==> src/rtl/dual_pedal_sensor_plausibility_core_defines.svh <==
// assertion macros for the pedal plausibility core
`ifndef DUAL_PEDAL_SENSOR_PLAUSIBILITY_CORE_DEFINES_SVH
`define DUAL_PEDAL_SENSOR_PLAUSIBILITY_CORE_DEFINES_SVH

// same-cycle implication, disabled during reset
`define DPSP_ASSERT_NOW(label, clk, rst, ante, cons) \
   label: assert property (@(posedge clk) disable iff (rst) (ante) |-> (cons)) \
      else $error("dpsp assertion failed");

// next-cycle implication, disabled during reset
`define DPSP_ASSERT_NEXT(label, clk, rst, ante, cons) \
   label: assert property (@(posedge clk) disable iff (rst) (ante) |=> (cons)) \
      else $error("dpsp assertion failed");

`endif

==> src/rtl/dpsp_pkg.sv <==
// ---------------------------------------------------------------------------
// dpsp_pkg
// shared constants and types of the pedal plausibility core
// ---------------------------------------------------------------------------
package dpsp_pkg;

   localparam int REG_W   = 12;
   localparam int IDX_W   = 3;
   localparam int MV_W    = 12;
   localparam int POS_W   = 14;
   localparam int CAL_X_W = 24;

   localparam int unsigned SUPPLY_MV     = 3000;
   localparam int unsigned RANGE_LOW_MV  = 700;
   localparam int unsigned RANGE_HIGH_MV = 2700;
   localparam int unsigned FULL_TRAVEL   = 10000;
   localparam int unsigned MAX_DISAGREE  = 1000;

   localparam logic [IDX_W-1:0] REG_REF_CAL     = 3'd0;
   localparam logic [IDX_W-1:0] REG_FIRST_LOW   = 3'd1;
   localparam logic [IDX_W-1:0] REG_FIRST_HIGH  = 3'd2;
   localparam logic [IDX_W-1:0] REG_SECOND_LOW  = 3'd3;
   localparam logic [IDX_W-1:0] REG_SECOND_HIGH = 3'd4;

   localparam logic [REG_W-1:0] RST_REF_CAL   = 12'd1655;
   localparam logic [REG_W-1:0] RST_SPAN_LOW  = 12'd700;
   localparam logic [REG_W-1:0] RST_SPAN_HIGH = 12'd2700;

   typedef struct packed {
      logic [REG_W-1:0] low;
      logic [REG_W-1:0] high;
   } span_cfg_type;

   typedef struct packed {
      logic             bad;
      logic [POS_W-1:0] pos;
   } lane_result_type;

endpackage

==> src/rtl/dpsp_merge.sv <==
// ---------------------------------------------------------------------------
// dpsp_merge
// channel agreement check and averaging, registered result
// ---------------------------------------------------------------------------
module dpsp_merge (
   input  logic                       clock,
   input  logic                       reset,
   input  logic                       en,
   input  logic                       in_vld,
   input  dpsp_pkg::lane_result_type  first,
   input  dpsp_pkg::lane_result_type  second,
   output logic                       out_vld,
   output logic [dpsp_pkg::POS_W-1:0] position,
   output logic                       implausible
);

   logic [dpsp_pkg::POS_W-1:0] diff;
   logic [dpsp_pkg::POS_W:0]   sum;
   logic                       bad_in;
   logic                       vld_ff;
   logic [dpsp_pkg::POS_W-1:0] pos_ff;
   logic                       bad_ff;

   always_comb begin
      diff   = (first.pos > second.pos) ? first.pos - second.pos
                                        : second.pos - first.pos;
      sum    = {1'b0, first.pos} + {1'b0, second.pos};
      bad_in = first.bad || second.bad ||
               (diff > dpsp_pkg::POS_W'(dpsp_pkg::MAX_DISAGREE));
   end

   always_ff @(posedge clock) begin
      if (reset) begin
         vld_ff <= 1'b0;
      end else if (en) begin
         vld_ff <= in_vld;
      end
      if (en) begin
         bad_ff <= bad_in;
         pos_ff <= bad_in ? '0 : sum[dpsp_pkg::POS_W:1];
      end
   end

   assign out_vld     = vld_ff;
   assign position    = pos_ff;
   assign implausible = bad_ff;

endmodule

==> config.mk <==
export PLATFORM = sky130hd
export DESIGN_NAME = dpsp_merge
export DESIGN_NICKNAME = d
export VERILOG_FILES = /design/src/rtl/dual_pedal_sensor_plausibility_core_defines.svh /design/src/rtl/dpsp_pkg.sv /design/src/rtl/dpsp_merge.sv
export SDC_FILE = /design/constraint.sdc
export NUM_CORES = 1
export LEC_CHECK = 0
export ABC_AREA = 1
export BUFFER_PORTS_ARGS = -buffer_cell sky130_fd_sc_hd__buf_2
export CAP_MARGIN = 20
export CORE_MARGIN = 5
export CORE_UTILIZATION = 54
export DETAILED_ROUTE_END_ITERATION = 12
export PLACE_DENSITY = 0.79
export SYNTH_ARGS = -nofsm -noshare
export SYNTH_HDL_FRONTEND = slang
export SYNTH_SLANG_ARGS = --single-unit
==> constraint.sdc <==
create_clock -name clock -period 3 [get_ports clock]
set_input_delay 0.9 -clock clock [delete_from_list [all_inputs] [get_ports clock]]
set_output_delay 0.9 -clock clock [all_outputs]
set_load 0.01 [all_outputs]
* Yosys cells after proc, flatten, opt, wreduce, memory -nomap -nowiden
Cells that the tools add are included.
** Storage, ports and cells
- Bits in read-only memories :: 0
- Memory bits (writable) :: 0
- Input port bits :: 34
- Register bits :: 16
- Memories kept :: 0
- Latch bits :: 0
** Cells by class
- Add/subtract/negate cells :: 3
- Bitwise operators :: 0
- Div/mod/pow operators :: 0
- Muxes and demuxes :: 1
- Multiply operators :: 0
- Magnitude comparators :: 2
- Eq/ne operators :: 0
- Shift-type cells :: 0
- Reductions and logical operators :: 2
** Operators by type and width (count)
- $sub 14x14->14 :: 2
- $add 14x14->15 :: 1
- $gt 14x10->1 const B :: 1
- $gt 14x14->1 :: 1
- $mux 14 :: 1
- $logic_or 1x1->1 :: 2

* Logic depth before layout (Yosys ltp)
Gate-level depths: netlist (run 1).
- Depth after elaboration :: 4
- Gate-level depth with buffers :: 22
- Gate-level depth less buffers :: 20

* Worst setup path before layout (run 1)
OpenSTA, ideal clock, no wires.
- Path type :: input -> register
- Start point :: input port first[0] (netlist bit)
- End point :: register pos_ff (netlist bit position[10]) (data pin)
- Required time :: 2741 ps
- Arrival time :: 2789 ps
- Stages on the path :: 19
- Library setup time :: 259 ps
- Slack :: -48 ps
- Buffers on the path :: 2
- Path through :: inv_1 > ha_1 > fa_1 > inv_1 > nand2_4 > nand3_4 > nand2_4 > nand2_4 > nand2_4 > buf_6 > o21ai_1 > nand2_1 > nor2_1 > nand3_1 > nand2_1 > nand2_2 > nand2_4 > buf_12 > nor2_4
** Between the ends
- Word-level cells in the longest chain between the ends :: 4
- Elaborated cells on any way between the ends :: 7
** RTL lines
- from (decl) :: RTL line dpsp_merge.sv:10 : input dpsp_pkg::lane_result_type first,
- $sub 14x14->14, or another cell as far along :: RTL line dpsp_merge.sv:26 : : second.pos - first.pos;
- $mux 14 (*) :: RTL line dpsp_merge.sv:25 : diff = (first.pos > second.pos) ? first.pos - second.pos
- $gt 14x10->1 (*) :: RTL line dpsp_merge.sv:29 : (diff > dpsp_pkg::POS_W'(dpsp_pkg::MAX_DISAGREE));
- $logic_or 1x1->1 (*) :: RTL line dpsp_merge.sv:28 : bad_in = first.bad || second.bad ||
- via bad_in :: RTL line dpsp_merge.sv:19 : logic bad_in;
- to (signal assigned) :: RTL line dpsp_merge.sv:40 : pos_ff <= bad_in ? '0 : sum[dpsp_pkg::POS_W:1];
- to (decl) :: RTL line dpsp_merge.sv:21 : logic [dpsp_pkg::POS_W-1:0] pos_ff;
The timed path passes the listed nets; every way through them passes the cells marked *.
A chain may end at the register's enable or synchronous reset.

* Worst setup path after layout (run 1)
- Start point :: input port first[1] (netlist bit)
- End point :: register pos_ff (netlist bit position[10]) (data pin)
** Between the ends
- Word-level cells in the longest chain between the ends :: 4
- Elaborated cells on any way between the ends :: 7
** RTL lines (RTL line)
- $sub 14x14->14, or another cell as far along :: dpsp_merge.sv:26
- $mux 14 :: dpsp_merge.sv:25
- $gt 14x10->1 :: dpsp_merge.sv:29
- $logic_or 1x1->1 :: dpsp_merge.sv:28
Parallel ways exist; a longest one is shown, timed or not.

==> results of run 1 <==
[cell families (layout without fill, tap and decap cells)]
group / count (synthesis) / after routing / share of synthesized area, %
AOI/OAI and AO/OA: 39 / 39 / 6.62
xor gates and xnor gates: 19 / 19 / 4.97
adders and majority gates: 44 / 44 / 17.1
buffers and inverters: 124 / 253 / 15.8
DFF: 16 / 16 / 14.1
muxes: 1 / 1 / 0.299
and+or+nand+nor: 285 / 287 / 41.1
[layer usage]
metal | up-vias | global-route usage [%] | routed length, um | part of all wire (%)
met3 | 42 | 1.58 | 880 | 8.0
li1 | 1884 | - | - | -
met5 | - | 0 | 0 | 0
met4 | 0 | 7.69 | 391 | 3.6
met2 | 218 | 47.0 | 5350 | 49
met1 | 1734 | 32.7 | 4380 | 40
[power by group through the flow]
| stage | logic, mW | clock network (mW) | registers [mW] |
|---|---|---|---|
| finish | 0.955 | 0.189 | 0.263 |
| CTS | 0.823 | 0.191 | 0.262 |
| detailed placement | 0.790 | 0 | 0.267 |
| floorplan | 0.482 | 0 | 0.275 |
| global route | 1.03 | 0.200 | 0.264 |
| global placement | 0.773 | 0 | 0.266 |
[worst max-delay path by stage]
stage              start                         end  cells after the start
6_report        first[1]  position[10]$_SDFFCE_PP0P_                     20
5_1_grt        second[6]  position[10]$_SDFFCE_PP0P_                     21
4_1_cts         first[0]   position[6]$_SDFFCE_PP0P_                     18
3_5_place_dp    first[0]   position[0]$_SDFFCE_PP0P_                     18
3_3_place_gp    first[7]  position[13]$_SDFFCE_PP0P_                     17
2_1_floorplan   first[7]  position[10]$_SDFFCE_PP0P_                     21
[critical path, delay by kind of cell]
family                     cells  cell delay, ns
and+or+nand+nor               15            1.54
buffers and inverters          4            0.33
adders and majority gates      1            0.33
[placed cells by master (no fill, tap or decap), types with 3 or more instances in the layout]
master    netlist  routed
nor2_2          5       4
nand2_2        10      19
a21oi_1        24      21
inv_2           1      10
edfxtp_1       15      15
ha_4            0      14
inv_1         109      98
buf_2           3      46
nand2_1       165     150
a21oi_2         2       3
nor2_1         30      24
nand4_1         9       9
o21ai_0         6       5
nand2_8         0       4
xor2_1         16      16
nand2_4         7      11
ha_1           41      25
buf_4           6      86
buf_6           3       4
nor2_4         10      17
nand3_1        38      36
xnor2_1         3       3
clkbuf_8        0       4
[state kept, by name, summed over array words and instances (netlist names)]
register / cells
position: 14
implausible: 1
out_vld: 1
[stage by stage]
step	setup WS [ns]	cells	TNS, ns
6_report	-0.000429	734	-0.000429
5_1_grt	-0.239	734	-3.09
4_1_cts	0.00115	729	0
3_3_place_gp	-0.496	724	-7.10
3_5_place_dp	-0.582	724	-8.00
2_1_floorplan	0.00203	528	0
[repair_timing]
action | 4_1_cts | 5_1_grt
gates cloned | 1 | 1
pin swaps | 13 | 27
gates resized for setup | 20 | 78
setup endpoints to repair | 15 | 15
buffers inserted | 0 | 4
[layout make-up]
type	instances	share of cell area [%]
repair buffers	138	20.0
multi-input cells	390	58.2
clock buffers	4	1.15
well taps	75	1.97
flip-flops and latches	16	9.86
inverters	111	8.83
==> impl_metrics.csv, run 1 <==
group,metric,value,unit
status,status,"finished, violations left",
status,failed_checks,"negative setup slack",
power_and_ir_drop,seq_power_share,18.7,%
setup_path,worst_ep_arrival_time,3.12,ns
logic_synthesis,synth_most_common_cell,"nand2_1",
floorplan,die_area,7870,um2
clock_network,cts_tree,"built",
placement,hpwl,8610,um
logic_synthesis,synth-edff-count,15,
logic_synthesis,syn_inst,528,
layout,finish.utilization,79.7,%
power_and_ir_drop,clkPwrFrac,13.5,%
setup_path,path_cells,"buf_2, inv_2, ha_1, nand2_2, inv_1, nand2_1, nand2_1, nand2_1, nand3_1, nand2_1, nand2_1, nand2_1, nand2_2, nor2_4, inv_1, nor2_1, nand2_1, nand2_4, nand2_8, nor2_4",
route,wl,11000,um
power_and_ir_drop,p_int,774,uW
logic_synthesis,synth_warnings,0,
power_and_ir_drop,swShare,45.0,%
layout,postLayoutCellArea,4770,um2
global_route,grt_antenna_before_repair,0,
power_and_ir_drop,total_power,1.41,mW
sta,finalHoldViolCount,0,
logic_synthesis,ys_seq_area_share,14.1,%
setup_path,worstPathMaxFanout,7,
sta,layout_min_cycle_time,3.00,ns
floorplan,core,5990,um2
clock_network,clock_sinks,16,
logic_synthesis,yosys.area.top_type,"nand2_1",
route,vias,3878,
clock_network,numCtsBuffers,3,
power_and_ir_drop,max-vdd-ir-drop,304,uV
sta,fin_crit_sh,100,%
setup_path,end_kind,"flip-flop",
floorplan,die_h,88.7,um
hold_path,hold_depth,2,
layout,n_antenna_cell,0,
route,vias_per_cell,5.28,
setup_path,start_kind,"input pin",
route,first_iter_violations,257,
logic_synthesis,async_flop_share,0,%
layout,multiInputGateArea,2780,um2
floorplan,placementRows,28,
sta,setup_viol,1,
floorplan,die_x,88.7,um
setup_path,crit_slowest_cell,"ha_1",
sta,worst_pin_slew,0.711,ns
global_route,overflow,0,
hold_path,hold_path_class,"flip-flop to flip-flop",
placement,dpl-instance-area,4210,um2
placement,place.gp.congestion,0.937,
setup_path,reg2regPathDepth,2,
clock_network,htree_levels,1,
logic_synthesis,synth_top_area_share,18.5,%
setup_path,slowest_delay,0.33,ns
route,drcViolationCount,0,
logic_synthesis,synth.top_cells.by_count,"nand2_1, inv_1, ha_1",
power_and_ir_drop,leakagePower,2.63,nW
hold_path,holdPathEnd,"out_vld$_SDFFE_PP0P_",
floorplan,initial_utilization,55.9,%
sta,hold_slack,0.533,ns
clock_network,cts_buffer_depth,2,
layout,fillers,430,
hold_path,min_from,"out_vld$_SDFFE_PP0P_",
logic_synthesis,synth.avg_cell_area,6.34,um2
clock_network,clk_pin_slew,0.06,ns
logic_synthesis,netlist_area,3350,um2
power_and_ir_drop,pwr-share-comb,67.9,%
placement,numPortBuffers,49,
setup_path,rr_endpoint,"out_vld$_SDFFE_PP0P_",
clock_network,ctsHoldBuffers,0,
route,wire_per_inst,15.0,um
logic_synthesis,synth_area_leaders,"nand2_1, ha_1, edfxtp_1, inv_1, nand3_1",
sta,rsz0062_at_grt,"yes",
setup_path,r2r_slack,2.40,ns
sta,finalClockSkew,0,ns
layout,nets,738,
layout,area_delta_synth_final,42.6,%
clock_network,clockRootBuffer,"clkbuf_8",
route,antenna_left,0,
logic_synthesis,ys_types,37,
layout,seq_area,470,um2
clock_network,clk_latency,0.24,ns
global_route,grt_pass1_vias,3562,
sta,relSlewSlack,52.4,%
logic_synthesis,ys_seq_elements,16,
layout,layout-drive-gt1-share,36.7,%
global_route,groute.usage.overall,25.9,%
setup_path,crit_required,3.12,ns
setup_path,path_class,"input pin to flip-flop",
setup_path,path_common_cell,"nand2_1",
power_and_ir_drop,powerDensity,295,nW/um2
global_route,grt_pass1_wl,16000,um
global_route,grt_max_degree,17,
sta,finalWorstSetupSlack,-0.000429,ns
route,firstDrtPassIters,5,
flow_run,cap_violations,0,
sta,fmax,333,MHz
floorplan,io_pins,50,
sta,maxSlewViolCount,0,
logic_synthesis,synth_ff_type,"edfxtp_1",
power_and_ir_drop,switching_power,633,uW
logic_synthesis,syn-num-nets,606,
setup_path,reg2reg_from,"out_vld$_SDFFE_PP0P_",
Power figures use the tool's default switching activity.
==> inputs of run 2 (changes only) <==
- ABC_AREA: 1 -> 0
- CORE_UTILIZATION: 54 -> 52
- PLACE_DENSITY: 0.79 -> 0.78
==> run 2 against run 1 <==
Against the previous run:
- the flow still finishes with violations (negative setup slack)
- fmax fell by 18%
- synthesized area fell by 18%
- largest cell class unchanged
- sequential power barely moved
- synthesized cell count fell by 37%
- critical path depth fell by 7
- final cell count fell by 25%
- flip-flop and latch count did not move
- clock power fell by 19%
- via count fell by 20%
==> impl_metrics.csv, run 2 <==
group,metric,value,unit
logic_synthesis,synth.avg_cell_area,8.33,um2
sta,worst_pin_slew,0.425,ns
clock_network,clk_pin_slew,0.06,ns
setup_path,crit_required,2.97,ns
sta,fmax,274,MHz
route,routed-wl-met3,678,um
layout,postLayoutCellArea,4190,um2
layout,nets,558,
setup_path,worst_ep_arrival_time,3.62,ns
sta,finalClockSkew,0,ns
status,status,"finished, violations left",
placement,place.gp.congestion,0.973,
global_route,overflow,0,
global_route,grt_antenna_before_repair,0,
placement,numPortBuffers,49,
logic_synthesis,synth_most_common_cell,"ha_1",
clock_network,cts_tree,"built",
layout,n_antenna_cell,0,
sta,layout_min_cycle_time,3.65,ns
logic_synthesis,syn-num-nets,409,
global_route,groute.usage.overall,24.3,%
clock_network,clock_sinks,16,
layout,area_delta_synth_final,52.2,%
floorplan,die_h,82.8,um
power_and_ir_drop,powerDensity,294,nW/um2
logic_synthesis,synthMuxAreaShare,3.22,%
logic_synthesis,synth_xor_area_share,6.35,%
route,vias_per_cell,5.67,
logic_synthesis,netlist_area,2760,um2
power_and_ir_drop,leakagePower,1.95,nW
placement,place_ws,-0.961,ns
floorplan,die_x,82.8,um
layout,layout-drive-gt1-share,46.3,%
layout,most-common-layout-cells,"buf_4, buf_2, inv_1",
sta,fin_crit_sh,122,%
sta,finalHoldViolCount,0,
sta,rsz0062_at_grt,"yes",
logic_synthesis,synth_compound_area_share,23.1,%
logic_synthesis,synth_ff_type,"edfxtp_1",
sta,setup_viol,15,
logic_synthesis,synth_top_area_share,18.6,%
route,dr_wl_met2,4530,um
logic_synthesis,yosys.area_share.simple,21.3,%
clock_network,clk_latency,0.24,ns
setup_path,worstPathMaxFanout,8,
sta,maxSlewViolCount,0,
sta,finalWorstSetupSlack,-0.654,ns
floorplan,initial_utilization,53.6,%
logic_synthesis,yosys.area.top_type,"ha_1",
placement,dpl-instance-area,3840,um2
logic_synthesis,async_flop_share,0,%
route,antenna_left,0,
route,firstDrtPassIters,5,
hold_path,hold_path_class,"flip-flop to flip-flop",
logic_synthesis,ys_seq_elements,16,
global_route,grt_pass1_vias,3119,
status,failed_checks,"negative setup slack",
layout,fillers,319,
setup_path,end_kind,"flip-flop",
clock_network,htree_levels,1,
logic_synthesis,synth-edff-count,15,
power_and_ir_drop,max-vdd-ir-drop,214,uV
floorplan,io_pins,50,
sta,relSlewSlack,71.5,%
logic_synthesis,ys_seq_area_share,17.1,%
clock_network,cts_buffer_depth,2,
logic_synthesis,syn_inst,331,
flow_run,cap_violations,0,
clock_network,numCtsBuffers,3,
floorplan,die_area,6860,um2
setup_path,start_kind,"input pin",
route,wl,8810,um
logic_synthesis,synth_warnings,0,
logic_synthesis,synth_area_leaders,"ha_1, edfxtp_1, xnor2_1, inv_1, nor2_1",
global_route,grt_pass1_wl,14300,um
clock_network,clockRootBuffer,"clkbuf_8",
global_route,grt_max_degree,17,
floorplan,core,5140,um2
logic_synthesis,ys_types,68,
route,wire_per_inst,16.0,um
route,drcViolationCount,0,
logic_synthesis,synth.top_cells.by_count,"ha_1, inv_1, nor2_1",
logic_synthesis,synthAdderAreaFrac,20.8,%
floorplan,placementRows,26,
placement,hpwl,6620,um
route,vias,3111,
clock_network,ctsHoldBuffers,0,
route,met1Wirelength,3360,um
layout,layout.cells.most_common,"buf_4",
layout,largest_reg_flops,14,
route,top_layer,"met4",
logic_synthesis,synth_top_family_by_area,"compound AO/OA/AOI/OAI gates",
route,first_iter_violations,302,
setup_path,path_class,"input pin to flip-flop",
## run 2: cell count changes after synthesis, sizes merged, moves of 6 or more
cell	previous run	this run
nor2b	0	8
nand3	40	6
xor2	16	3
nand2b	0	6
nand4	10	3
inv	110	39
o21ai	7	18
nor3	3	9
nand2	182	6
xnor2	3	17
## run 2: metal layers
layer,track usage (%),vias up
li1,-,1468
met1,29.1,1436
met2,45.6,171
met3,2.77,36
met4,5.94,0
met5,0,-
## run 2: area by class of cell
type                       instances  area, um2  area share, %
clock buffer                       3       41.3          0.984
clock inverter                     1       3.75         0.0895
inverter                          39        154           3.67
multi-input combinational        264       2340           55.8
sequential                        16        470           11.2
tap                               70       87.6           2.09
timing repair buffer             156       1100           26.1
## run 2: kinds of logic (layout without fill, tap and decap cells)
group,after synthesis,count (layout)
simple gates,103,103
flops,16,16
buf+inv,52,199
mux,8,8
fa+ha+maj,44,44
compound gates,88,89
xor+xnor,20,20
## run 2: metrics by stage
stage               setup TNS [ns]  total power [mW]  hold slack [ns]  util [%]  instances
floorplan                    -9.13             0.679            0.528         -        331
global placement            -13.19             0.952            0.471      74.8        539
detailed placement          -13.79             0.973            0.489      74.8        539
CTS                          -7.62              1.18            0.542      79.7        547
global route                -10.57              1.30            0.553      81.6        549
finish                       -9.43              1.23            0.535      81.6        549
## run 2: critical path, cell delays in order
cell and delay (ns):
buf_4 0.13, ha_4 0.22, a211o_1 0.30, a211oi_2 0.25
nand3_2 0.16, a21oi_4 0.19, nor2_4 0.09, buf_6 0.14
buf_4 0.12, or3_1 0.37, a21oi_2 0.19, o22ai_2 0.14
a211o_4 0.40
## run 2: path summary, 6_finish.rpt
kind                            depth (start not counted)                  from                     to  slack [ns]
worst max-delay path                                   13             second[7]  implausible$_DFFE_PP_       -0.65
worst max register to register                          2  out_vld$_SDFFE_PP0P_   out_vld$_SDFFE_PP0P_        2.40
worst min register to register                          2  out_vld$_SDFFE_PP0P_   out_vld$_SDFFE_PP0P_        0.53
worst min-delay path                                    2  out_vld$_SDFFE_PP0P_   out_vld$_SDFFE_PP0P_        0.53
## run 2: repair_timing
item                       4_1_cts  5_1_grt
pin swaps                       21       16
gates cloned                     1        0
resized for setup               37       16
setup buffers                    3        2
setup endpoints to repair       15       15
## run 2: power by group
part	total (mW)	switching [mW]	internal, mW	leakage, nW
clock network	0.154	0.0632	0.0904	0.0231
logic	0.820	0.420	0.400	1.77
registers	0.260	0.00269	0.258	0.151
total	1.23	0.486	0.748	1.95
