### src/rtl/dual_pedal_sensor_plausibility_core_defines.svh
// assertion macros for the pedal plausibility core
`ifndef DUAL_PEDAL_SENSOR_PLAUSIBILITY_CORE_DEFINES_SVH
`define DUAL_PEDAL_SENSOR_PLAUSIBILITY_CORE_DEFINES_SVH

// same-cycle implication, disabled during reset
`define DPSP_ASSERT_NOW(label, clk, rst, ante, cons) \
   label: assert property (@(posedge clk) disable iff (rst) (ante) |-> (cons)) \
      else $error("dpsp assertion failed");

// next-cycle implication, disabled during reset
`define DPSP_ASSERT_NEXT(label, clk, rst, ante, cons) \
   label: assert property (@(posedge clk) disable iff (rst) (ante) |=> (cons)) \
      else $error("dpsp assertion failed");

`endif

### src/rtl/dpsp_pkg.sv
// ---------------------------------------------------------------------------
// dpsp_pkg
// shared constants and types of the pedal plausibility core
// ---------------------------------------------------------------------------
package dpsp_pkg;

   localparam int REG_W   = 12;
   localparam int IDX_W   = 3;
   localparam int MV_W    = 12;
   localparam int POS_W   = 14;
   localparam int CAL_X_W = 24;

   localparam int unsigned SUPPLY_MV     = 3000;
   localparam int unsigned RANGE_LOW_MV  = 700;
   localparam int unsigned RANGE_HIGH_MV = 2700;
   localparam int unsigned FULL_TRAVEL   = 10000;
   localparam int unsigned MAX_DISAGREE  = 1000;

   localparam logic [IDX_W-1:0] REG_REF_CAL     = 3'd0;
   localparam logic [IDX_W-1:0] REG_FIRST_LOW   = 3'd1;
   localparam logic [IDX_W-1:0] REG_FIRST_HIGH  = 3'd2;
   localparam logic [IDX_W-1:0] REG_SECOND_LOW  = 3'd3;
   localparam logic [IDX_W-1:0] REG_SECOND_HIGH = 3'd4;

   localparam logic [REG_W-1:0] RST_REF_CAL   = 12'd1655;
   localparam logic [REG_W-1:0] RST_SPAN_LOW  = 12'd700;
   localparam logic [REG_W-1:0] RST_SPAN_HIGH = 12'd2700;

   typedef struct packed {
      logic [REG_W-1:0] low;
      logic [REG_W-1:0] high;
   } span_cfg_type;

   typedef struct packed {
      logic             bad;
      logic [POS_W-1:0] pos;
   } lane_result_type;

endpackage

### src/rtl/dpsp_divider.sv
// ---------------------------------------------------------------------------
// dpsp_divider
// pipelined restoring divider, one quotient bit per stage, with sideband
// ---------------------------------------------------------------------------
module dpsp_divider #(
   parameter int NUM_W  = 36,
   parameter int DEN_W  = 24,
   parameter int Q_W    = 12,
   parameter int SIDE_W = 1
) (
   input  logic              clock,
   input  logic              reset,
   input  logic              en,
   input  logic              in_vld,
   input  logic [NUM_W-1:0]  num,
   input  logic [DEN_W-1:0]  den,
   input  logic [SIDE_W-1:0] side_in,
   output logic              out_vld,
   output logic [Q_W-1:0]    quo,
   output logic [SIDE_W-1:0] side_out
);

   localparam int CMP_W = (NUM_W > DEN_W + Q_W) ? NUM_W : DEN_W + Q_W;

   logic [NUM_W-1:0]  rem_ff  [Q_W];
   logic [NUM_W-1:0]  rem_in  [Q_W];
   logic [DEN_W-1:0]  den_ff  [Q_W];
   logic [Q_W-1:0]    q_ff    [Q_W];
   logic [Q_W-1:0]    q_in    [Q_W];
   logic [SIDE_W-1:0] side_ff [Q_W];
   logic              vld_ff  [Q_W];

   logic [NUM_W-1:0]  src_rem  [Q_W];
   logic [DEN_W-1:0]  src_den  [Q_W];
   logic [Q_W-1:0]    src_q    [Q_W];
   logic [SIDE_W-1:0] src_side [Q_W];
   logic              src_vld  [Q_W];

   for (genvar i = 0; i < Q_W; i++) begin : g_stage
      localparam int B = Q_W - 1 - i;
      logic [CMP_W-1:0] shifted;
      logic             ge;

      if (i == 0) begin : g_first
         assign src_rem[i]  = num;
         assign src_den[i]  = den;
         assign src_q[i]    = '0;
         assign src_side[i] = side_in;
         assign src_vld[i]  = in_vld;
      end else begin : g_next
         assign src_rem[i]  = rem_ff[i-1];
         assign src_den[i]  = den_ff[i-1];
         assign src_q[i]    = q_ff[i-1];
         assign src_side[i] = side_ff[i-1];
         assign src_vld[i]  = vld_ff[i-1];
      end

      always_comb begin
         shifted   = CMP_W'(src_den[i]) << B;
         ge        = CMP_W'(src_rem[i]) >= shifted;
         rem_in[i] = ge ? NUM_W'(CMP_W'(src_rem[i]) - shifted) : src_rem[i];
         q_in[i]   = src_q[i] | (Q_W'(ge) << B);
      end

      always_ff @(posedge clock) begin
         if (reset) begin
            vld_ff[i] <= 1'b0;
         end else if (en) begin
            vld_ff[i] <= src_vld[i];
         end
         if (en) begin
            rem_ff[i]  <= rem_in[i];
            den_ff[i]  <= src_den[i];
            q_ff[i]    <= q_in[i];
            side_ff[i] <= src_side[i];
         end
      end
   end

   assign out_vld  = vld_ff[Q_W-1];
   assign quo      = q_ff[Q_W-1];
   assign side_out = side_ff[Q_W-1];

endmodule

### src/rtl/dpsp_lane.sv
// ---------------------------------------------------------------------------
// dpsp_lane
// one sensor channel: code to millivolts, range check, span mapping
// ---------------------------------------------------------------------------
module dpsp_lane #(
   parameter int SAMPLE_BITS = 12
) (
   input  logic                          clock,
   input  logic                          reset,
   input  logic                          en,
   input  logic                          in_vld,
   input  logic [SAMPLE_BITS-1:0]        raw,
   input  logic [SAMPLE_BITS-1:0]        vref,
   input  logic [dpsp_pkg::CAL_X_W-1:0]  cal_x_supply,
   input  dpsp_pkg::span_cfg_type        span_cfg,
   output logic                          out_vld,
   output dpsp_pkg::lane_result_type     result
);

   localparam int NUM1_W = dpsp_pkg::CAL_X_W + SAMPLE_BITS;
   localparam int DEN1_W = 2 * SAMPLE_BITS;
   localparam int SAT_W  = (NUM1_W > DEN1_W + dpsp_pkg::MV_W) ?
                           NUM1_W : DEN1_W + dpsp_pkg::MV_W;
   localparam int NUM2_W = dpsp_pkg::REG_W + dpsp_pkg::POS_W;

   // stage a: product and denominator
   logic [NUM1_W-1:0] prod_ff;
   logic [DEN1_W-1:0] den_ff;
   logic              bad_a_ff;
   logic              vld_a_ff;

   // stage b: saturation check
   logic [NUM1_W-1:0] num_b_ff;
   logic [DEN1_W-1:0] den_b_ff;
   logic              sat_b_ff;
   logic              bad_b_ff;
   logic              vld_b_ff;
   logic              sat_b_in;

   always_comb begin
      sat_b_in = SAT_W'(prod_ff) >= (SAT_W'(den_ff) << dpsp_pkg::MV_W);
   end

   always_ff @(posedge clock) begin
      if (reset) begin
         vld_a_ff <= 1'b0;
         vld_b_ff <= 1'b0;
      end else if (en) begin
         vld_a_ff <= in_vld;
         vld_b_ff <= vld_a_ff;
      end
      if (en) begin
         prod_ff  <= NUM1_W'(cal_x_supply) * NUM1_W'(raw);
         den_ff   <= (DEN1_W'(vref) << SAMPLE_BITS) - DEN1_W'(vref);
         bad_a_ff <= (vref == '0);
         num_b_ff <= sat_b_in ? '0 : prod_ff;
         den_b_ff <= den_ff;
         sat_b_ff <= sat_b_in;
         bad_b_ff <= bad_a_ff;
      end
   end

   logic                      d1_vld;
   logic [dpsp_pkg::MV_W-1:0] d1_q;
   logic [1:0]                d1_side;

   dpsp_divider #(
      .NUM_W  (NUM1_W),
      .DEN_W  (DEN1_W),
      .Q_W    (dpsp_pkg::MV_W),
      .SIDE_W (2)
   ) u_conv_div (
      .clock    (clock),
      .reset    (reset),
      .en       (en),
      .in_vld   (vld_b_ff),
      .num      (num_b_ff),
      .den      (den_b_ff),
      .side_in  ({sat_b_ff, bad_b_ff}),
      .out_vld  (d1_vld),
      .quo      (d1_q),
      .side_out (d1_side)
   );

   // stage m1: clamp into span, distance from low end
   logic [dpsp_pkg::MV_W-1:0]  mv;
   logic [dpsp_pkg::REG_W-1:0] lo;
   logic [dpsp_pkg::REG_W-1:0] hi;
   logic [dpsp_pkg::REG_W-1:0] clamped;
   logic [dpsp_pkg::REG_W-1:0] dist_in;
   logic [dpsp_pkg::REG_W-1:0] span_in;
   logic                       bad_m1_in;

   always_comb begin
      // anything at or above full scale reads as the top code
      mv      = d1_side[1] ? '1 : d1_q;
      lo      = (span_cfg.low < span_cfg.high) ? span_cfg.low : span_cfg.high;
      hi      = (span_cfg.low < span_cfg.high) ? span_cfg.high : span_cfg.low;
      clamped = (mv < lo) ? lo : (mv > hi) ? hi : mv;
      dist_in = (clamped > span_cfg.low) ? clamped - span_cfg.low
                                         : span_cfg.low - clamped;
      span_in = hi - lo;
      bad_m1_in = d1_side[0] || (span_in == '0) ||
                  (mv < dpsp_pkg::MV_W'(dpsp_pkg::RANGE_LOW_MV)) ||
                  (mv > dpsp_pkg::MV_W'(dpsp_pkg::RANGE_HIGH_MV));
   end

   logic [dpsp_pkg::REG_W-1:0] dist_ff;
   logic [dpsp_pkg::REG_W-1:0] span_ff;
   logic                       bad_m1_ff;
   logic                       vld_m1_ff;
   logic [NUM2_W-1:0]          scaled_ff;
   logic [dpsp_pkg::REG_W-1:0] span_m2_ff;
   logic                       bad_m2_ff;
   logic                       vld_m2_ff;

   always_ff @(posedge clock) begin
      if (reset) begin
         vld_m1_ff <= 1'b0;
         vld_m2_ff <= 1'b0;
      end else if (en) begin
         vld_m1_ff <= d1_vld;
         vld_m2_ff <= vld_m1_ff;
      end
      if (en) begin
         dist_ff    <= dist_in;
         span_ff    <= span_in;
         bad_m1_ff  <= bad_m1_in;
         scaled_ff  <= NUM2_W'(dist_ff) * NUM2_W'(dpsp_pkg::FULL_TRAVEL);
         span_m2_ff <= span_ff;
         bad_m2_ff  <= bad_m1_ff;
      end
   end

   logic [dpsp_pkg::POS_W-1:0] d2_q;
   logic                       d2_bad;

   dpsp_divider #(
      .NUM_W  (NUM2_W),
      .DEN_W  (dpsp_pkg::REG_W),
      .Q_W    (dpsp_pkg::POS_W),
      .SIDE_W (1)
   ) u_span_div (
      .clock    (clock),
      .reset    (reset),
      .en       (en),
      .in_vld   (vld_m2_ff),
      .num      (scaled_ff),
      .den      (span_m2_ff),
      .side_in  (bad_m2_ff),
      .out_vld  (out_vld),
      .quo      (d2_q),
      .side_out (d2_bad)
   );

   assign result.bad = d2_bad;
   assign result.pos = d2_q;

endmodule

### config.mk
export PLATFORM = sky130hd
export DESIGN_NAME = dpsp_lane
export DESIGN_NICKNAME = d
export VERILOG_FILES = /design/src/rtl/dual_pedal_sensor_plausibility_core_defines.svh /design/src/rtl/dpsp_pkg.sv /design/src/rtl/dpsp_divider.sv /design/src/rtl/dpsp_lane.sv
export SDC_FILE = /design/constraint.sdc
export NUM_CORES = 2
export LEC_CHECK = 0
export BUFFER_PORTS_ARGS = -buffer_cell sky130_fd_sc_hd__buf_2
export CAP_MARGIN = 20
export CORE_UTILIZATION = 30
export DETAILED_ROUTE_END_ITERATION = 10
export HOLD_SLACK_MARGIN = 0.05
export SKIP_LAST_GASP = 1
export SYNTH_ARGS = -nofsm -noshare
export SYNTH_HDL_FRONTEND = slang
export SYNTH_SLANG_ARGS = --single-unit
### constraint.sdc
create_clock -name clock -period 21.1 [get_ports clock]
set_input_delay 2.11 -clock clock [delete_from_list [all_inputs] [get_ports clock]]
set_output_delay 2.11 -clock clock [all_outputs]
set_load 0.03 [all_outputs]
After elaboration in Yosys (flattened, before gate mapping)
Memory sizes are Yosys's and may differ from the RTL's. A register that Yosys moved wholly into a read port is not among the register bits.
Index checks and enable logic that the tools add are counted.

storage, ports and cells
  bits in registers = 186
  latch bits = 0
  memory bits (writable) = 1656
  memory bits (read-only) = 0
  input port bits = 76
  output and inout bits = 16
  logic and storage cells = 210
  memories kept = 10

memory list
  memory             depth  width  read ports  clocked after memory_dff  wr ports  RTL line            text
  u_conv_div.rem_ff  12     36     11          0                         12        dpsp_divider.sv:25  logic [NUM_W-1:0] rem_ff [Q_W];
  u_span_div.rem_ff  14     26     13          0                         14        dpsp_divider.sv:25
  u_conv_div.den_ff  12     24     11          0                         12        dpsp_divider.sv:27  logic [DEN_W-1:0] den_ff [Q_W];
  u_span_div.q_ff    14     14     14          0                         14        dpsp_divider.sv:28  logic [Q_W-1:0] q_ff [Q_W];
  u_span_div.den_ff  14     12     13          0                         14        dpsp_divider.sv:27
  u_conv_div.q_ff    12     12     12          0                         12        dpsp_divider.sv:28
  +4 memories        n/a    n/a    n/a         n/a                       n/a       n/a

operators by class
  add/sub/neg operators = 30
  multipliers = 2
  divide/modulo/power cells = 0
  $lt $le $gt $ge = 33
  equal/unequal tests = 0
  shift operators = 0
  multiplexer cells = 64
  bitwise gates (word level) = 50
  reduce and logical (&&, ||, !) cells = 5

operators with widths
  cell              count
  $mux 36           12
  $mux 26           14
  $mux 12           6
  $ge 36x24->1      1
  $ge 36x25->1      1
  $ge 36x26->1      1
  $ge 36x27->1      1
  $ge 36x28->1      1
  $ge 36x29->1      1
  $ge 36x30->1      1
  $ge 36x31->1      1
  $ge 36x32->1      1
  $ge 36x33->1      1
  $ge 36x34->1      1
  $ge 36x35->1      1
  $ge 36x36->1      1
  $mul 24x12->36    1
  $sub 12x12->12    3
  $sub 36x24->36    1
  $sub 36x25->36    1
  $sub 36x26->36    1
  $sub 36x27->36    1
  $sub 36x28->36    1
  $sub 36x29->36    1
  68 further kinds  129

Logic depth before layout (Yosys ltp)
  word-level depth = 7
  mapped depth = 35
  mapped depth without buffers = 34

By module
A second synthesis with hierarchy kept.

unflattened totals
  cell total of the unflattened synthesis = 8392
  area, all modules = 94277.9 sq um

by module, submodules not included
  module                      instances  cells an instance  area an instance (sq um)  sequential area each (sq um)
  dpsp_divider at u_conv_div  1          3794               42514.5                   23242.3
  dpsp_divider at u_span_div  1          2483               31057.3                   18828.1
  dpsp_lane                   1          2115               20706.1                   5575.3

Worst setup path before layout
No wires, ideal clock.

  path type = input to register
  start point = input port span_cfg[6] (netlist bit)
  end point = register dist_ff[1] (netlist bit) (data pin)
  library setup time = 0.260 ns
  data arrival time = 8.160 ns
  required time = 20.840 ns
  path slack = 12.680 ns
  stages = 31
  buffers on the path = 5
  cells stage by stage = inv_1 -> ha_1 -> a211oi_1 -> nand2_1 -> o21ai_2 -> buf_6 -> nand2_8 -> clkbuf_1 -> a21oi_1 -> ha_1 -> a21o_1 -> a21o_1 -> a21o_1 -> a21o_1 -> a31oi_1 -> and3b_1 -> o21ai_0 -> nand2_1 -> mux2_2 -> mux2i_1 -> ha_1 -> clkbuf_1 -> a21o_1 -> a21o_1 -> a21oi_1 -> o21bai_1 -> a21oi_1 -> o21ai_0 -> clkbuf_1 -> clkbuf_1 -> mux2_2

on the way
  word-level cells in the longest chain between the ends = 7
  elaborated cells on any way between the ends = 11
  those cells by class = 2 x add/sub; 4 x order compare; 5 x mux

RTL lines
  item                                          RTL line                          text
  start: declaration                            dpsp_lane.sv:15                   input dpsp_pkg::span_cfg_type span_cfg,
  $lt 12x12->1                                  dpsp_lane.sv:97, dpsp_lane.sv:98
  $mux 12                                       dpsp_lane.sv:98                   hi = (span_cfg.low < span_cfg.high) ? span_cfg.high : span_cfg.low;
  $gt 12x12->1                                  dpsp_lane.sv:99                   clamped = (mv < lo) ? lo : (mv > hi) ? hi : mv;
  $mux 12                                       dpsp_lane.sv:99
  $mux 12 *                                     dpsp_lane.sv:99
  $sub 12x12->12, or another cell as far along  dpsp_lane.sv:101                  : span_cfg.low - clamped;
  $mux 12 *                                     dpsp_lane.sv:100                  dist_in = (clamped > span_cfg.low) ? clamped - span_cfg.low
  net dist_in, one bit                          dpsp_lane.sv:90                   logic [dpsp_pkg::REG_W-1:0] dist_in;
  end signal: assignment                        dpsp_lane.sv:126                  dist_ff <= dist_in;
  end: declaration                              dpsp_lane.sv:108                  logic [dpsp_pkg::REG_W-1:0] dist_ff;

The timed path passes the listed nets; every way through them passes the cells marked *.
A chain may end at the register's enable or synchronous reset.

Worst setup path after layout
  start point = input port span_cfg[6] (netlist bit)
  end point = register dist_ff[7] (netlist bit) (data pin)

The elaborated chain is that of the path after synthesis.

==> out/results.ini <==
[power]
comb_power_share = 0.469
leakagePower_nw = 40.8
powerDensity_nw_per_um2 = 152
finalPower_mw = 15.4
p_sw_mw = 5.66
pwr-share-clk = 0.198
ir_drop_uv = 309
sw_frac_of_total = 0.367
p_int_mw = 9.76
seqPwrFrac = 0.333

[placed_design]
dp_hpwl_um = 148000
routabilityCongestion = 0.894
io_buffer_count = 91
place_inst = 11900
dpl_worst_slack_ns = 10.37

[critical_path]
worstSetupPathType = in -> reg
arrival_ns = 10.57
crit_path_top_delay_cell = nand2_1
endpoint_kind = flop
crit_fanout = 34
rr_worst_depth = 26
rrSetupSlack_ns = 13.27
reg2reg_to = dist_ff[7]
r2r_start = u_conv_div.side_ff[2][7]
required_ns = 21.63
path_common_cell = a21oi_1
start_kind = input port
slowest_delay_ns = 0.64

[worst_hold_path]
min_path_cells = 0
min_to = u_span_div.q_ff[1][26]
worstHoldStart = u_span_div.q_ff[1][12]
hp-class = reg -> reg

[logic_synthesis]
synth_area_um2 = 90600
syn-num-nets = 8992
syn_inst = 7979
synth_top_area_frac = 0.510
synthTopCellsByArea = edfxtp_1 (51%), ha_1 (9.2%), fa_1 (5.9%), inv_1 (4.1%), xnor2_1 (2.9%)
yosysUniqueCellTypes = 98
synthFlopType = edfxtp_1
yosys.area.top_type = edfxtp_1
synth-seq-area-share = 0.511
synth-edff-count = 1538
async_flop_share = 0
synth.avg_cell_area_um2 = 11.4
ys_seq_elements = 1542
yosysWarnings = 0

[cts]
cts_setup_buffers = 0
cts_sinks = 1542
numCtsBuffers = 176
ctsHoldBuffers = 0
cts_htree_levels = 4
insertion_delay_ns = 0.86
cts-root-buf = clkbuf_16
cts.repair.resized = 0
clkTransAtPathRegs_ns = 0.06
clockBufferDepth = 4
cts_tree = done

[cells_and_area]
multi_input_area_um2 = 39900
nets = 9120
area_growth_pct = 12.0
fillers = 29200
drive_above_1_share = 0.0671
register_area_um2 = 46300
instances_no_fill = 12200

[floorplanning]
die_x_um = 551
coreArea_um2 = 300000
io_pins = 92
start_util = 0.302
die_y_um = 551
rows = 201
dieArea_um2 = 304000

[global_route]
overflow = 0
grt_pass1_wl_um = 311000
grt_max_degree = 187
grt_pass1_vias = 59900
grt_usage = 0.126
antenna_found_initial = 12

[status]
status = finished clean

[drt]
vias = 58100
met3_length_um = 7230
wl_per_cell_um = 15.9
drc = 0
drt_pass1_iterations = 6
drtIter0Drc = 3715
top_layer = met5
ant_nets = 0
dr_wl_met2_um = 98000
routedLengthMet1_um = 80600
routed_wl_um = 194000
viasPerCell = 4.76

[timing]
skew_ns = 0.107
period_share = 0.476
hold_viol_final = 0
period_minus_slack_ns = 10.04
tns_ns = 0
slew_viol_final = 0
timing.slew.headroom = 0.186
tightest_slew_ns = 1.21
setup_violations = 0
rsz0062_at_grt = false
layout_setup_ws_ns = 11.06
holdWs_ns = 0.345
clock.fmax_mhz = 99.6

[job]
drv_cap = 0

[power by group through the flow]
stage	sequential (mW)	combinational (mW)	clock, mW
finish	5.14	7.23	3.06
global route	5.22	8.20	3.26
CTS	5.14	7.26	3.15
detailed placement	5.19	7.18	0
global placement	5.17	7.01	0
floorplan	4.96	5.67	0
[per-stage QoR]
step           cell area (um^2)  utilization
6_report                 101000        0.338
5_1_grt                  101000        0.338
4_1_cts                  101000        0.338
3_5_place_dp              95600        0.319
3_3_place_gp              95600        0.319
2_1_floorplan             90600            -
[synth_stat cells (111+ instances only)]
master    number
a21o_1       184
a21oi_1      520
and2_1       183
clkbuf_1     147
edfxtp_1    1538
fa_1         269
ha_1         668
inv_1        998
nand2_1      611
nand3_1      111
nor2_1       524
nor3_1       129
o21ai_0      342
xnor2_1      304
xor2_1       208
[cells by family (layout without fill, tap and decap cells)]
| logic type | Yosys count | after routing | share of synthesized area |
|---|---|---|---|
| and+or+nand+nor | 2143 | 2143 | 0.116 |
| DFF | 1542 | 1542 | 0.511 |
| AOI/OAI and AO/OA | 1531 | 1531 | 0.106 |
| buffers and inverters | 1177 | 1430 | 0.0497 |
| adders and majority gates | 937 | 937 | 0.152 |
| xor gates and xnor gates | 512 | 512 | 0.0495 |
| muxes | 137 | 137 | 0.0165 |
| other | 0 | 5 | 0 |
[final cells by class]
type | count | share of cell area
Antenna cell | 5 | 0.000123
Clock buffer | 212 | 0.0456
Sequential cell | 1542 | 0.456
Tap cell | 3958 | 0.0488
Timing Repair Buffer | 128 | 0.00767
Inverter | 999 | 0.0370
Multi-Input combinational cell | 5260 | 0.393
Clock inverter | 91 | 0.0115
[cell usage in the layout (no fill, tap or decap), types with 91 or more instances in the layout]
cell and count:
inv_1 998, a21o_1 184, and2_1 183, nor2b_1 91, edfxtp_1 1538, fa_1 269
nor3_1 128, a21oi_1 519, nand2b_1 94, nand3_1 111, clkbuf_16 179, mux2_2 94
xor2_1 208, o21ai_0 341, ha_1 668, nand2_1 611, nor2_1 522, xnor2_1 304
[registers in the layout (all words and copies together), names as in the netlist, 12 cells and up]
signal	count
scaled_ff	22
num_b_ff	36
u_conv_div.rem_ff	396
u_span_div.den_ff	156
span_m2_ff	12
prod_ff	36
u_span_div.q_ff	105
u_conv_div.side_ff	24
u_span_div.rem_ff	292
den_ff	24
u_span_div.vld_ff	14
u_conv_div.den_ff	264
span_ff	12
u_conv_div.vld_ff	12
den_b_ff	24
u_span_div.side_ff	14
dist_ff	12
u_conv_div.q_ff	78
[worst max-delay path, delay by kind of cell]
family	cells	cell delay (ns)
AO/OA/AOI/OAI	13	3.98
XOR/XNOR	1	0.11
adder cells (fa/ha/maj)	3	1.02
buffers and inverters	4	0.70
AND/OR/NAND/NOR	11	2.61
[worst max path at each step]
stage / startpoint / endpoint
5_1_grt: span_cfg[6] / dist_ff[7]
3_5_place_dp: span_cfg[6] / dist_ff[7]
3_3_place_gp: span_cfg[6] / dist_ff[7]
6_report: span_cfg[6] / dist_ff[7]
2_1_floorplan: span_cfg[6] / dist_ff[1]
4_1_cts: span_cfg[6] / dist_ff[7]
[per-layer routing]
metal / track usage / vias to the layer above
met4: 0.0527 / 14
li1: - / 28500
met3: 0.0191 / 473
met1: 0.143 / 27900
met2: 0.232 / 1219
met5: 0 / -
(Power assumes the default switching activity.)
